==> config.mk <==
export PLATFORM = sky130hd
export DESIGN_NAME = name_number_record_parser_flat
export DESIGN_NICKNAME = d
export VERILOG_FILES = /design/src/rtl/nnrp_pkg.sv /design/src/rtl/nnrp_if.sv /design/src/rtl/name_number_record_parser.sv /design/src/rtl/nnrp_in_stage.sv /design/src/rtl/nnrp_core.sv /design/src/flat_wrapper.sv
export SDC_FILE = /design/constraint.sdc
export NUM_CORES = 1
export LEC_CHECK = 0
export BUFFER_PORTS_ARGS = -buffer_cell sky130_fd_sc_hd__buf_4
export CAP_MARGIN = 30
export CORE_MARGIN = 4
export CORE_UTILIZATION = 55
export CTS_CLUSTER_DIAMETER = 60
export DETAILED_ROUTE_END_ITERATION = 7
export PLACE_DENSITY = 0.77
export RECOVER_POWER = 25
export SKIP_CTS_REPAIR_TIMING = 1
export SLEW_MARGIN = 20
export SYNTH_ARGS = -nofsm -noshare
export SYNTH_HDL_FRONTEND = slang
export SYNTH_SLANG_ARGS = --single-unit
==> constraint.sdc <==
create_clock -name clk -period 3.9 [get_ports clk]
set_input_delay 0.78 -clock clk [delete_from_list [all_inputs] [get_ports clk]]
set_output_delay 0.78 -clock clk [all_outputs]
set_load 0.01 [all_outputs]
==> src/rtl/nnrp_pkg.sv <==
// Shared types and constants for the name/number record parser.
// No dependencies; every other file refers to this package by scoped names.
package nnrp_pkg;

  localparam int CHAR_W  = 8;
  localparam int INDEX_W = 6;
  localparam int LEN_W   = 7;
  localparam int POP_W   = 64;

  localparam logic [CHAR_W-1:0] CH_COMMA   = 8'h2C;
  localparam logic [CHAR_W-1:0] CH_NEWLINE = 8'h0A;
  localparam logic [CHAR_W-1:0] CH_ZERO    = 8'h30;
  localparam logic [CHAR_W-1:0] CH_NINE    = 8'h39;

  // Where in the record the parser stands.
  typedef enum logic [1:0] {
    PH_NAME,
    PH_NUM,
    PH_DRAIN
  } phase_t;

  typedef enum logic [2:0] {
    ST_OK,
    ST_NO_COMMA,
    ST_NAME_LONG,
    ST_NAME_EMPTY,
    ST_DIGITS_LONG,
    ST_NO_DIGITS,
    ST_NON_DIGIT,
    ST_ZERO
  } status_t;

  typedef struct packed {
    logic [CHAR_W-1:0] char_code;
    logic              line_end;
  } item_t;

endpackage

==> src/rtl/nnrp_if.sv <==
// Valid/ready channel interfaces for the record parser input bytes and results.
// Depends on nnrp_pkg for widths and the status type.
interface nnrp_in_if;
  logic                          valid;
  logic                          ready;
  logic [nnrp_pkg::CHAR_W-1:0]   char_code;
  logic                          line_end;

  modport source (output valid, output char_code, output line_end, input ready);
  modport sink   (input valid, input char_code, input line_end, output ready);
endinterface

interface nnrp_out_if;
  logic                          valid;
  logic                          ready;
  logic                          is_name_byte;
  logic [nnrp_pkg::CHAR_W-1:0]   name_byte;
  logic [nnrp_pkg::INDEX_W-1:0]  name_index;
  logic                          record_done;
  nnrp_pkg::status_t             status;
  logic [nnrp_pkg::POP_W-1:0]    population;
  logic [nnrp_pkg::LEN_W-1:0]    name_length;

  modport source (output valid, output is_name_byte, output name_byte, output name_index,
                  output record_done, output status, output population,
                  output name_length, input ready);
  modport sink   (input valid, input is_name_byte, input name_byte, input name_index,
                  input record_done, input status, input population,
                  input name_length, output ready);
endinterface

==> src/rtl/name_number_record_parser.sv <==
// Path: a byte transaction loads the input register; the result that the byte produces then
// loads the result register, which offers it downstream (input register, result register).
// Throughput: one byte per cycle; a new byte is taken while a result waits downstream unless
// the held byte also produces a result. The pace is set by the combinational decode and the
// times-ten accumulate between the registers. Bytes that produce no result (comma, long-name
// overflow, number-field bytes, drained bytes) still pass through the input register.
// Reset (rst, synchronous, active high) empties both registers and returns to the name field.
// Top level of the name/number record parser; depends on nnrp_pkg, nnrp_if, nnrp_in_stage, nnrp_core.
module name_number_record_parser #(
  parameter int NAME_LIMIT  = 64,
  parameter int DIGIT_LIMIT = 64
) (
  input logic        clk,
  input logic        rst,
  nnrp_in_if.sink    rec_in,
  nnrp_out_if.source rec_out
);

  // The input register hands one captured byte to the core, which consumes it
  // once the result register can accept whatever the byte produces.
  logic            item_valid;
  logic            item_take;
  nnrp_pkg::item_t item;

  nnrp_in_stage u_in_stage (
    .clk        (clk),
    .rst        (rst),
    .rec_in     (rec_in),
    .item_valid (item_valid),
    .item       (item),
    .item_take  (item_take)
  );

  // The core keeps the record state, emits name bytes with their index, and
  // closes each record with a status and the saturated 64-bit value.
  nnrp_core #(
    .NAME_LIMIT  (NAME_LIMIT),
    .DIGIT_LIMIT (DIGIT_LIMIT)
  ) u_core (
    .clk        (clk),
    .rst        (rst),
    .item_valid (item_valid),
    .item       (item),
    .item_take  (item_take),
    .rec_out    (rec_out)
  );

endmodule

==> src/rtl/nnrp_in_stage.sv <==
// Input register of the record parser: captures one byte transaction.
// Depends on nnrp_pkg and nnrp_in_if.
module nnrp_in_stage (
  input  logic            clk,
  input  logic            rst,
  nnrp_in_if.sink         rec_in,
  output logic            item_valid,
  output nnrp_pkg::item_t item,
  input  logic            item_take
);

  logic held;

  // The register refills in the same cycle the core consumes its content.
  assign rec_in.ready = !held || item_take;
  assign item_valid   = held;

  always_ff @(posedge clk) begin
    if (rst) begin
      held <= 1'b0;
    end else if (rec_in.ready) begin
      held <= rec_in.valid;
    end
  end

  always_ff @(posedge clk) begin
    if (rec_in.valid && rec_in.ready) begin
      item.char_code <= rec_in.char_code;
      item.line_end  <= rec_in.line_end;
    end
  end

endmodule

==> src/rtl/nnrp_core.sv <==
// Parsing core: record state, per-byte decode and accumulate, and result register.
// Depends on nnrp_pkg and nnrp_out_if.
module nnrp_core #(
  parameter int NAME_LIMIT  = 64,
  parameter int DIGIT_LIMIT = 64
) (
  input  logic            clk,
  input  logic            rst,
  input  logic            item_valid,
  input  nnrp_pkg::item_t item,
  output logic            item_take,
  nnrp_out_if.source      rec_out
);

  localparam int NCW = $clog2(NAME_LIMIT + 1);
  localparam int DCW = $clog2(DIGIT_LIMIT + 2);
  localparam int PW  = nnrp_pkg::POP_W;
  localparam int SW  = PW + 4;

  // Record state.
  nnrp_pkg::phase_t phase, phase_next;
  logic [NCW-1:0]   name_count, name_count_next;
  logic [DCW-1:0]   digit_count, digit_count_next;
  logic [PW-1:0]    value_acc, value_acc_next;
  logic             overflowed, overflowed_next;
  logic             bad_digit_seen, bad_digit_seen_next;

  // Result computed for the current byte.
  logic                            res_valid;
  logic                            res_name;
  logic                            res_done;
  nnrp_pkg::status_t               res_status;
  logic [PW-1:0]                   res_pop;
  nnrp_pkg::status_t               fin_status;
  logic [PW-1:0]                   fin_pop;

  logic [NCW+6:0] count_ext;
  logic [SW-1:0]  acc_sum;
  logic           is_digit;
  logic           out_free;
  logic           fire;

  assign count_ext = (NCW + 7)'(name_count);
  assign is_digit  = (item.char_code >= nnrp_pkg::CH_ZERO) &&
                     (item.char_code <= nnrp_pkg::CH_NINE);
  // value * 10 + digit; the top four bits flag saturation.
  assign acc_sum = {1'b0, value_acc, 3'b000} + {3'b000, value_acc, 1'b0} +
                   SW'(item.char_code[3:0]);

  always_comb begin
    fin_pop = '0;
    if (name_count >= NCW'(NAME_LIMIT)) begin
      fin_status = nnrp_pkg::ST_NAME_LONG;
    end else if (name_count == '0) begin
      fin_status = nnrp_pkg::ST_NAME_EMPTY;
    end else if (digit_count > DCW'(DIGIT_LIMIT)) begin
      fin_status = nnrp_pkg::ST_DIGITS_LONG;
    end else if (digit_count == '0) begin
      fin_status = nnrp_pkg::ST_NO_DIGITS;
    end else if (bad_digit_seen) begin
      fin_status = nnrp_pkg::ST_NON_DIGIT;
    end else if (value_acc == '0) begin
      fin_status = nnrp_pkg::ST_ZERO;
    end else begin
      fin_status = nnrp_pkg::ST_OK;
      fin_pop    = value_acc;
    end
  end

  always_comb begin
    phase_next          = phase;
    name_count_next     = name_count;
    digit_count_next    = digit_count;
    value_acc_next      = value_acc;
    overflowed_next     = overflowed;
    bad_digit_seen_next = bad_digit_seen;
    res_valid           = 1'b0;
    res_name            = 1'b0;
    res_done            = 1'b0;
    res_status          = nnrp_pkg::ST_OK;
    res_pop             = '0;

    if (item.line_end) begin
      unique case (phase)
        nnrp_pkg::PH_NAME: begin
          res_valid  = 1'b1;
          res_done   = 1'b1;
          res_status = nnrp_pkg::ST_NO_COMMA;
        end
        nnrp_pkg::PH_NUM: begin
          res_valid  = 1'b1;
          res_done   = 1'b1;
          res_status = fin_status;
          res_pop    = fin_pop;
        end
        default: begin
        end
      endcase
      phase_next          = nnrp_pkg::PH_NAME;
      name_count_next     = '0;
      digit_count_next    = '0;
      value_acc_next      = '0;
      overflowed_next     = 1'b0;
      bad_digit_seen_next = 1'b0;
    end else begin
      unique case (phase)
        nnrp_pkg::PH_NAME: begin
          if (item.char_code == nnrp_pkg::CH_NEWLINE) begin
            res_valid  = 1'b1;
            res_done   = 1'b1;
            res_status = nnrp_pkg::ST_NO_COMMA;
            phase_next = nnrp_pkg::PH_DRAIN;
          end else if (item.char_code == nnrp_pkg::CH_COMMA) begin
            phase_next = nnrp_pkg::PH_NUM;
          end else if (name_count < NCW'(NAME_LIMIT)) begin
            res_valid       = 1'b1;
            res_name        = 1'b1;
            name_count_next = name_count + 1'b1;
          end
        end
        nnrp_pkg::PH_NUM: begin
          if (item.char_code == nnrp_pkg::CH_NEWLINE) begin
            res_valid  = 1'b1;
            res_done   = 1'b1;
            res_status = fin_status;
            res_pop    = fin_pop;
            phase_next = nnrp_pkg::PH_DRAIN;
          end else begin
            if (digit_count <= DCW'(DIGIT_LIMIT)) begin
              digit_count_next = digit_count + 1'b1;
            end
            if (is_digit) begin
              if (!bad_digit_seen && !overflowed) begin
                if (acc_sum[SW-1:PW] != '0) begin
                  overflowed_next = 1'b1;
                  value_acc_next  = '1;
                end else begin
                  value_acc_next = acc_sum[PW-1:0];
                end
              end
            end else begin
              bad_digit_seen_next = 1'b1;
            end
          end
        end
        default: begin
        end
      endcase
    end
  end

  assign out_free  = !rec_out.valid || rec_out.ready;
  assign fire      = item_valid && (!res_valid || out_free);
  assign item_take = fire;

  always_ff @(posedge clk) begin
    if (rst) begin
      phase          <= nnrp_pkg::PH_NAME;
      name_count     <= '0;
      digit_count    <= '0;
      value_acc      <= '0;
      overflowed     <= 1'b0;
      bad_digit_seen <= 1'b0;
    end else if (fire) begin
      phase          <= phase_next;
      name_count     <= name_count_next;
      digit_count    <= digit_count_next;
      value_acc      <= value_acc_next;
      overflowed     <= overflowed_next;
      bad_digit_seen <= bad_digit_seen_next;
    end
  end

  always_ff @(posedge clk) begin
    if (rst) begin
      rec_out.valid <= 1'b0;
    end else if (fire && res_valid) begin
      rec_out.valid <= 1'b1;
    end else if (rec_out.ready) begin
      rec_out.valid <= 1'b0;
    end
  end

  always_ff @(posedge clk) begin
    if (fire && res_valid) begin
      rec_out.is_name_byte <= res_name;
      rec_out.name_byte    <= res_name ? item.char_code : '0;
      rec_out.name_index   <= res_name ? count_ext[nnrp_pkg::INDEX_W-1:0] : '0;
      rec_out.record_done  <= res_done;
      rec_out.status       <= res_status;
      rec_out.population   <= res_pop;
      rec_out.name_length  <= res_done ? count_ext[nnrp_pkg::LEN_W-1:0] : '0;
    end
  end

endmodule

==> src/flat_wrapper.sv <==
// flat-port wrapper written by rule: the top's interface ports become plain ports
module name_number_record_parser_flat 
#(
  parameter int NAME_LIMIT  = 64,
  parameter int DIGIT_LIMIT = 64
)
  (clk, rst, rec_in_valid, rec_in_char_code, rec_in_line_end, rec_in_ready, rec_out_valid, rec_out_is_name_byte, rec_out_name_byte, rec_out_name_index, rec_out_record_done, rec_out_status, rec_out_population, rec_out_name_length, rec_out_ready);
  nnrp_in_if rec_in_i ();
  nnrp_out_if rec_out_i ();
  input logic clk;
  input logic rst;
  input wire logic [$bits(rec_in_i.valid)-1:0] rec_in_valid;
  input wire logic [$bits(rec_in_i.char_code)-1:0] rec_in_char_code;
  input wire logic [$bits(rec_in_i.line_end)-1:0] rec_in_line_end;
  output wire logic [$bits(rec_in_i.ready)-1:0] rec_in_ready;
  output wire logic [$bits(rec_out_i.valid)-1:0] rec_out_valid;
  output wire logic [$bits(rec_out_i.is_name_byte)-1:0] rec_out_is_name_byte;
  output wire logic [$bits(rec_out_i.name_byte)-1:0] rec_out_name_byte;
  output wire logic [$bits(rec_out_i.name_index)-1:0] rec_out_name_index;
  output wire logic [$bits(rec_out_i.record_done)-1:0] rec_out_record_done;
  output wire logic [$bits(rec_out_i.status)-1:0] rec_out_status;
  output wire logic [$bits(rec_out_i.population)-1:0] rec_out_population;
  output wire logic [$bits(rec_out_i.name_length)-1:0] rec_out_name_length;
  input wire logic [$bits(rec_out_i.ready)-1:0] rec_out_ready;
  assign rec_in_i.valid = rec_in_valid;
  assign rec_in_i.char_code = rec_in_char_code;
  assign rec_in_i.line_end = rec_in_line_end;
  assign rec_in_ready = rec_in_i.ready;
  assign rec_out_valid = rec_out_i.valid;
  assign rec_out_is_name_byte = rec_out_i.is_name_byte;
  assign rec_out_name_byte = rec_out_i.name_byte;
  assign rec_out_name_index = rec_out_i.name_index;
  assign rec_out_record_done = rec_out_i.record_done;
  assign rec_out_status = rec_out_i.status;
  assign rec_out_population = rec_out_i.population;
  assign rec_out_name_length = rec_out_i.name_length;
  assign rec_out_i.ready = rec_out_ready;
  name_number_record_parser #(.NAME_LIMIT(NAME_LIMIT), .DIGIT_LIMIT(DIGIT_LIMIT)) u_core (.clk(clk), .rst(rst), .rec_in(rec_in_i), .rec_out(rec_out_i));
endmodule
==> out/results.ini, run 1 <==
[status]
status = finished clean

[min_path]
min_to = u_core.u_core.overflowed
timing.hold.worst_path_depth = 2
hp-class = flip-flop to flip-flop
hp-start = u_core.u_core.overflowed

[pwr]
ir_drop_v = 0.000279
powerDensity_nw_per_um2 = 291
power_leakage_uw = 0.00601

[critical_path]
worst-r2r-setup-slack_ps = 40
path_class = flip-flop to flip-flop
worstReg2RegStart = u_core.u_in_stage.item[4]
worstPathRequired_ps = 4230
worst_setup_path_start_kind = flip-flop
ff2ff_path_depth = 14
worstSetupEndpointType = flip-flop
crit_fanout = 6
arrival_ps = 4180
timing.rr.end = u_core.u_core.value_acc[12]

[floorplanning]
die_y_um = 157
die_area_um2 = 24700
die_width_um = 157
start_util = 0.560
boundaryPins = 105
rows = 54
core_region_area_um2 = 21800

[final_layout]
drive_gt1_frac = 0.134
n_fill_cell = 1743
diodes = 0
multi_input_area_um2 = 7350
stdcell_count = 1672
utilization = 0.646
design_area_um2 = 14100
syn_to_final_growth_pct = 15.4
nNetsFinal = 1525
final-seq-area_um2 = 4670

[cts]
cts_made_buffers = 17
cts_max_path_buffers = 2
cts_tree = done
ctsHtreeMaxLevel = 4
worstSkewPairLatency_ps = 450
clk_pin_slew_ps = 80
ctsRootBufferMaster = clkbuf_16
numClockSinks = 183

[global_routing]
antenna_found_initial = 0
overflow = 0
grt_pass1_wl_um = 51100
grt_max_degree = 61
grt_usage = 0.255
grt_pass1_vias = 10100

[synthesis]
yosysSeqAreaShare = 0.381
yosysTopAreaCellShare = 0.243
ys_warn_count = 0
yosys.area.top_type = edfxtp_1
synth.most_common_cell = ha_1
synth_area_leaders = edfxtp_1, dfxtp_1, ha_1
ys_top_cells_by_count = ha_1, edfxtp_1, and2_1
yosys_register_bits = 183
async_reset_ff_frac = 0
synth-edff-count = 99
synthFlopType = edfxtp_1
synth_fp_nets = 1416
syn_inst = 1270
synth_area_um2 = 12200
syn_area_per_cell_um2 = 9.62
synth.distinct_cells = 83

[timing]
period_share = 0.988
setup_slack_ps = 44.9
skew_ps = 13.8
max_slew_margin = 0.481
setup_viol = 0
finalHoldViolCount = 0
tightest_slew_ps = 776
fin_setup_tns_ps = 0
rsz0062_at_grt = true
max_freq_mhz = 259
post-route-min-period_ps = 3860
slew_violations = 0

[place]
io_buffers = 104
gp_congestion = 0.952
placed_cell_area_um2 = 13400
dp_hpwl_um = 23700
dpl_worst_slack_ps = -19.4
place_inst = 1626

[routing]
drc = 0
firstDrtPassIters = 6
viasPerCell = 6.43
ant_nets = 0
dr.first_iter.drc_count = 1190
vias = 10800
wl_per_cell_um = 19.9
finalWirelength_um = 33300

[run]
max_cap_violations = 0

state kept, by name, indices dropped and copies added, names as in the netlist:
register and count:
u_core.u_core.rec_out.valid 1, u_core.u_in_stage.item 9, u_core.u_core.value_acc 64, u_core.u_core.rec_out.name_byte 8, u_core.u_core.rec_out.name_length 7, u_core.u_in_stage.item_valid 1
u_core.u_core.phase 2, u_core.u_core.overflowed 1, u_core.u_core.rec_out.name_index 6, u_core.u_core.digit_count 7, u_core.u_core.bad_digit_seen 1, u_core.u_core.rec_out.status 3
u_core.u_core.rec_out.population 64, u_core.u_core.name_count 7, u_core.u_core.rec_out.record_done 1, u_core.u_core.rec_out.is_name_byte 1
stage by stage:
stage	hold slack [ps]	power [µW]
detailed placement	462	2290
finish	476	4100
global route	510	4230
CTS	475	4130
global placement	452	2280
floorplan	426	2200
layout make-up:
type / count / area share
clock inverters: 15 / 0.0151
clock buffers: 17 / 0.0302
inverters: 22 / 0.00586
flip-flops and latches: 183 / 0.332
repair buffers: 156 / 0.0714
well taps: 280 / 0.0249
multi-input cells: 999 / 0.521
report_power, final:
part           leakage, µW  internal, µW  switching (µW)  total, µW
clock             0.000310           908             963       1870
sequential         0.00169          2060            17.3       2070
combinational      0.00401          51.5             104        155
total              0.00601          3020            1080       4100
worst max-delay path, stage by stage (launching register included):
cell      delay (ps)
edfxtp_1         420
fa_1             530
inv_1             60
fa_2             340
nand2b_4         160
a21o_1           170
a21o_1           180
a211o_1          340
a211oi_2         290
o211ai_2         140
nor4_4           360
a21oi_4          120
buf_12           180
buf_6            150
a221o_1          290
per-layer routing:
metal / vias to the layer above / global-route usage / share of wire
met4: 0 / 0.0806 / 0.028
met3: 69 / 0.0388 / 0.080
li1: 5070 / - / -
met5: - / 0 / 0
met2: 477 / 0.424 / 0.47
met1: 5137 / 0.346 / 0.42
worst max-delay path by stage:
stage,end,start,cells after the start,slack [ps]
after floorplan,u_core.u_core.value_acc[3],u_core.u_in_stage.item[4],13,9
final,u_core.u_core.value_acc[12],u_core.u_in_stage.item[4],14,40
after global placement,u_core.u_core.value_acc[28],u_core.u_in_stage.item[4],13,110
after CTS,u_core.u_core.value_acc[32],u_core.u_in_stage.item[4],12,-70
after global routing,u_core.u_core.value_acc[16],u_core.u_in_stage.item[3],15,-70
after detailed placement,u_core.u_core.value_acc[51],u_core.u_in_stage.item[4],12,-20
placed cells by master (no fill, tap or decap), types with 12 or more instances in the layout:
cell type / count
nor4_1: 25
clkbuf_1: 77
clkbuf_16: 19
dfxtp_1: 69
xnor2_1: 33
nor3_1: 17
a21oi_1: 82
nor2b_1: 12
dfxtp_2: 15
nand3_1: 28
o211ai_1: 13
nand4_1: 31
and2_1: 95
buf_4: 59
edfxtp_1: 99
nand2_1: 91
or3_1: 14
ha_2: 15
o21ai_0: 62
a221o_1: 52
a31oi_1: 19
ha_1: 112
inv_1: 21
xor2_1: 25
a21o_1: 24
nor2_1: 75
cells by family (layout without fill, tap and decap cells):
family | after synthesis | in the layout | share of synthesized area
adder cells (fa/ha/maj) | 133 | 133 | 0.137
XOR/XNOR | 58 | 58 | 0.0416
buffers and inverters | 88 | 210 | 0.0329
AO/OA/AOI/OAI | 354 | 354 | 0.205
flip-flops | 183 | 183 | 0.381
multiplexers | 4 | 4 | 0.00338
AND/OR/NAND/NOR | 450 | 450 | 0.198
Note: power is estimated with default switching activity, not from simulation.
==> inputs of run 2 (changes only) <==
--- a/config.mk
+++ b/config.mk
@@ -5,6 +5,7 @@
 export SDC_FILE = /design/constraint.sdc
 export NUM_CORES = 1
 export LEC_CHECK = 0
+export ABC_AREA = 1
 export BUFFER_PORTS_ARGS = -buffer_cell sky130_fd_sc_hd__buf_4
 export CAP_MARGIN = 30
 export CORE_MARGIN = 4
==> out/results.ini, run 2 <==
[min_path]
hp-class = flip-flop to flip-flop
min_to = u_core.u_core.overflowed
timing.hold.worst_path_depth = 2  ; unchanged
hp-start = u_core.u_core.overflowed

[global_routing]
grt_pass1_wl_um = 68500  ; +34%
antenna_found_initial = 0  ; unchanged
grt_pass1_vias = 12700  ; +26%
grt_usage = 0.301  ; +0.0452
overflow = 0  ; unchanged
grt_max_degree = 89  ; +46%

[critical_path]
worstReg2RegStart = u_core.u_in_stage.item[4]
slowest_delay_ps = 610  ; +80 ps
worstSetupEndpointType = flip-flop
worst-r2r-setup-slack_ps = 450  ; +400 ps
crit_fanout = 21  ; +15
startpoint = u_core.u_in_stage.item[4]
worstPathRequired_ps = 4200  ; -30 ps
path_class = flip-flop to flip-flop
path_common_cell = nand2_2
arrival_ps = 3750  ; -430 ps
ff2ff_path_depth = 18  ; +4
path_cells = fa_1 -> inv_1 -> fa_1 -> inv_1 -> nand2_1 -> nand3_1 -> nand2_1 -> nand2_2 -> nand2_2 -> nand2_2 -> nand2_1 -> nand3_1 -> nand2_2 -> nor2_4 -> nand2_4 -> nand2_8 -> buf_12 -> a21oi_2
crit_slowest_cell = fa_1
timing.rr.end = u_core.u_core.value_acc[21]
worst_setup_path_start_kind = flip-flop

[synthesis]
synth-edff-count = 99  ; unchanged
yosys.area_share.adder = 0.117  ; -0.0209
synth_fp_nets = 2228  ; +57%
yosys.area.top_type = edfxtp_1
synth_area_leaders = edfxtp_1, nand2_1, dfxtp_1
yosysSeqAreaShare = 0.323  ; -0.0581
async_reset_ff_frac = 0  ; unchanged
yosys_register_bits = 183  ; unchanged
ys_warn_count = 0  ; unchanged
synthFlopType = edfxtp_1
syn_area_per_cell_um2 = 6.92  ; -28%
synth_xor_area_frac = 0.0213  ; -0.0203
synth_area_um2 = 14400  ; +18%
synth_top_family_by_area = simple AND/OR/NAND/NOR gates
synth-simple-area-share = 0.327  ; +0.129
synth_compound_area_frac = 0.103  ; -0.102
yosysTopAreaCellShare = 0.206  ; -0.0371
synth.distinct_cells = 49  ; -41%
ys_top_cells_by_count = nand2_1, inv_1, nor2_1
synthMuxAreaShare = 0  ; -0.00338
syn_inst = 2082  ; +64%
synth.most_common_cell = nand2_1

[floorplanning]
rows = 58  ; +7.4%
die_y_um = 170  ; +8.2%
die_width_um = 170  ; +8.2%
boundaryPins = 105  ; unchanged
start_util = 0.566  ; +0.00601
core_region_area_um2 = 25500  ; +17%
die_area_um2 = 28800  ; +17%

[timing]
skew_ps = 23.2  ; +9.37 ps
period_share = 0.885  ; -0.104
setup_slack_ps = 450  ; +405 ps
max_freq_mhz = 290  ; +12%
setup_viol = 0  ; unchanged
finalHoldViolCount = 0  ; unchanged
post-route-min-period_ps = 3450  ; -405 ps
max_slew_margin = 0.222  ; -0.259
slew_violations = 0  ; unchanged
tightest_slew_ps = 1160  ; +380 ps
fin_setup_tns_ps = 0  ; unchanged
rsz0062_at_grt = false

[place]
dp_hpwl_um = 34400  ; +45%
io_buffers = 104  ; unchanged
dpl_worst_slack_ps = 522  ; +542 ps
gp_congestion = 0.993  ; +4.2%

[cts]
cts_tree = done
ctsRootBufferMaster = clkbuf_16
cts_max_path_buffers = 2  ; unchanged
ctsHtreeMaxLevel = 4  ; unchanged
worstSkewPairLatency_ps = 450  ; about the same
numClockSinks = 183  ; unchanged
clk_pin_slew_ps = 80  ; about the same
cts_made_buffers = 17  ; unchanged

[routing]
vias = 13700  ; +27%
ant_nets = 0  ; unchanged
viasPerCell = 5.43  ; -16%
drc = 0  ; unchanged
wl_per_cell_um = 17.4  ; -13%
dr.first_iter.drc_count = 1586  ; +33%
firstDrtPassIters = 6  ; unchanged
finalWirelength_um = 43900  ; +32%

[final_layout]
syn_to_final_growth_pct = 9.74
nNetsFinal = 2323  ; +52%
final_cell_mix = nand2_1, inv_1, nor2_1
drive_gt1_frac = 0.0959  ; -0.0377
final_common_cell = nand2_1
n_fill_cell = 2407  ; +38%
diodes = 0  ; unchanged
reg_top3 = u_core.u_core.rec_out.population (64), u_core.u_core.value_acc (64), u_core.u_in_stage.item (9)

[pwr]
ir_drop_v = 0.000284  ; +1.8%
powerDensity_nw_per_um2 = 265  ; -8.9%
fin_total_pwr_uw = 4190  ; +2.2%
power_leakage_uw = 0.00772  ; +28%

[run]
max_cap_violations = 0  ; unchanged

[status]
status = finished clean

run 2: changes by cell type after synthesis, moves of 27 or more:
cell and delta:
nand2_1 +592, inv_1 +303, nor2_1 +147, and2_1 -91
a21oi_2 +53, a221o_1 -52, o21ai_0 -37, nand3_1 +36
nand2_2 +27
run 2: logic make-up (layout without fill, tap and decap cells):
kind of cell,count (synthesis),count (layout)
AOI/OAI and AO/OA,232,232
xor gates and xnor gates,35,35
adders and majority gates,133,133
buffers and inverters,384,492
DFF,183,183
and+or+nand+nor,1115,1115
run 2: how the worst max path moves through the flow:
stage                                    endpoint  slack [ps]  cells past startpoint
5_1_grt               u_core.u_core.value_acc[28]         270                     18
4_1_cts               u_core.u_core.value_acc[21]         490                     18
3_5_place_dp          u_core.u_core.value_acc[21]         520                     18
6_report              u_core.u_core.value_acc[21]         450                     18
3_3_place_gp          u_core.u_core.value_acc[29]         610                     20
2_1_floorplan  u_core.u_core.rec_out.is_name_byte         400                     11
run 2: metrics by stage:
stage               instance area, µm²  utilization  cells  hold WS (ps)
floorplan                        14400            -   2082           435
global placement                 15500        0.607   2487           445
detailed placement               15500        0.607   2487           451
CTS                              16100        0.632   2519           463
global route                     15800        0.621   2520           489
finish                           15800        0.621   2520           460
run 2: routing by layer:
metal  vias to the layer above  GRT usage  wire [µm]
met3                        68     0.0365       3090
met1                      6302      0.444      20600
met2                       508      0.468      19300
met5                         -          0          0
li1                       6810          -          -
met4                         0     0.0798        968
run 2: cell type report:
| cell class | count | area (µm²) | area share |
|---|---|---|---|
| clock buffers | 17 | 425 | 0.0269 |
| clock inverters | 15 | 203 | 0.0128 |
| inverters | 339 | 1270 | 0.0806 |
| multi-input cells | 1515 | 8190 | 0.518 |
| flip-flops and latches | 183 | 4650 | 0.294 |
| well taps | 330 | 413 | 0.0261 |
| repair buffers | 121 | 654 | 0.0414 |
run 2: worst max-delay path: cells and delay by family (launching register included):
kind / cells / cell delay (ps)
AOI/OAI and AO/OA: 1 / 80
adders and majority gates: 2 / 1070
buffers and inverters: 3 / 410
DFF: 1 / 500
and+or+nand+nor: 12 / 1250
run 2: where the power goes:
group	total, µW	switching, µW	internal [µW]
clock	1840	960	883
sequential	2110	22.9	2080
combinational	240	175	65.3
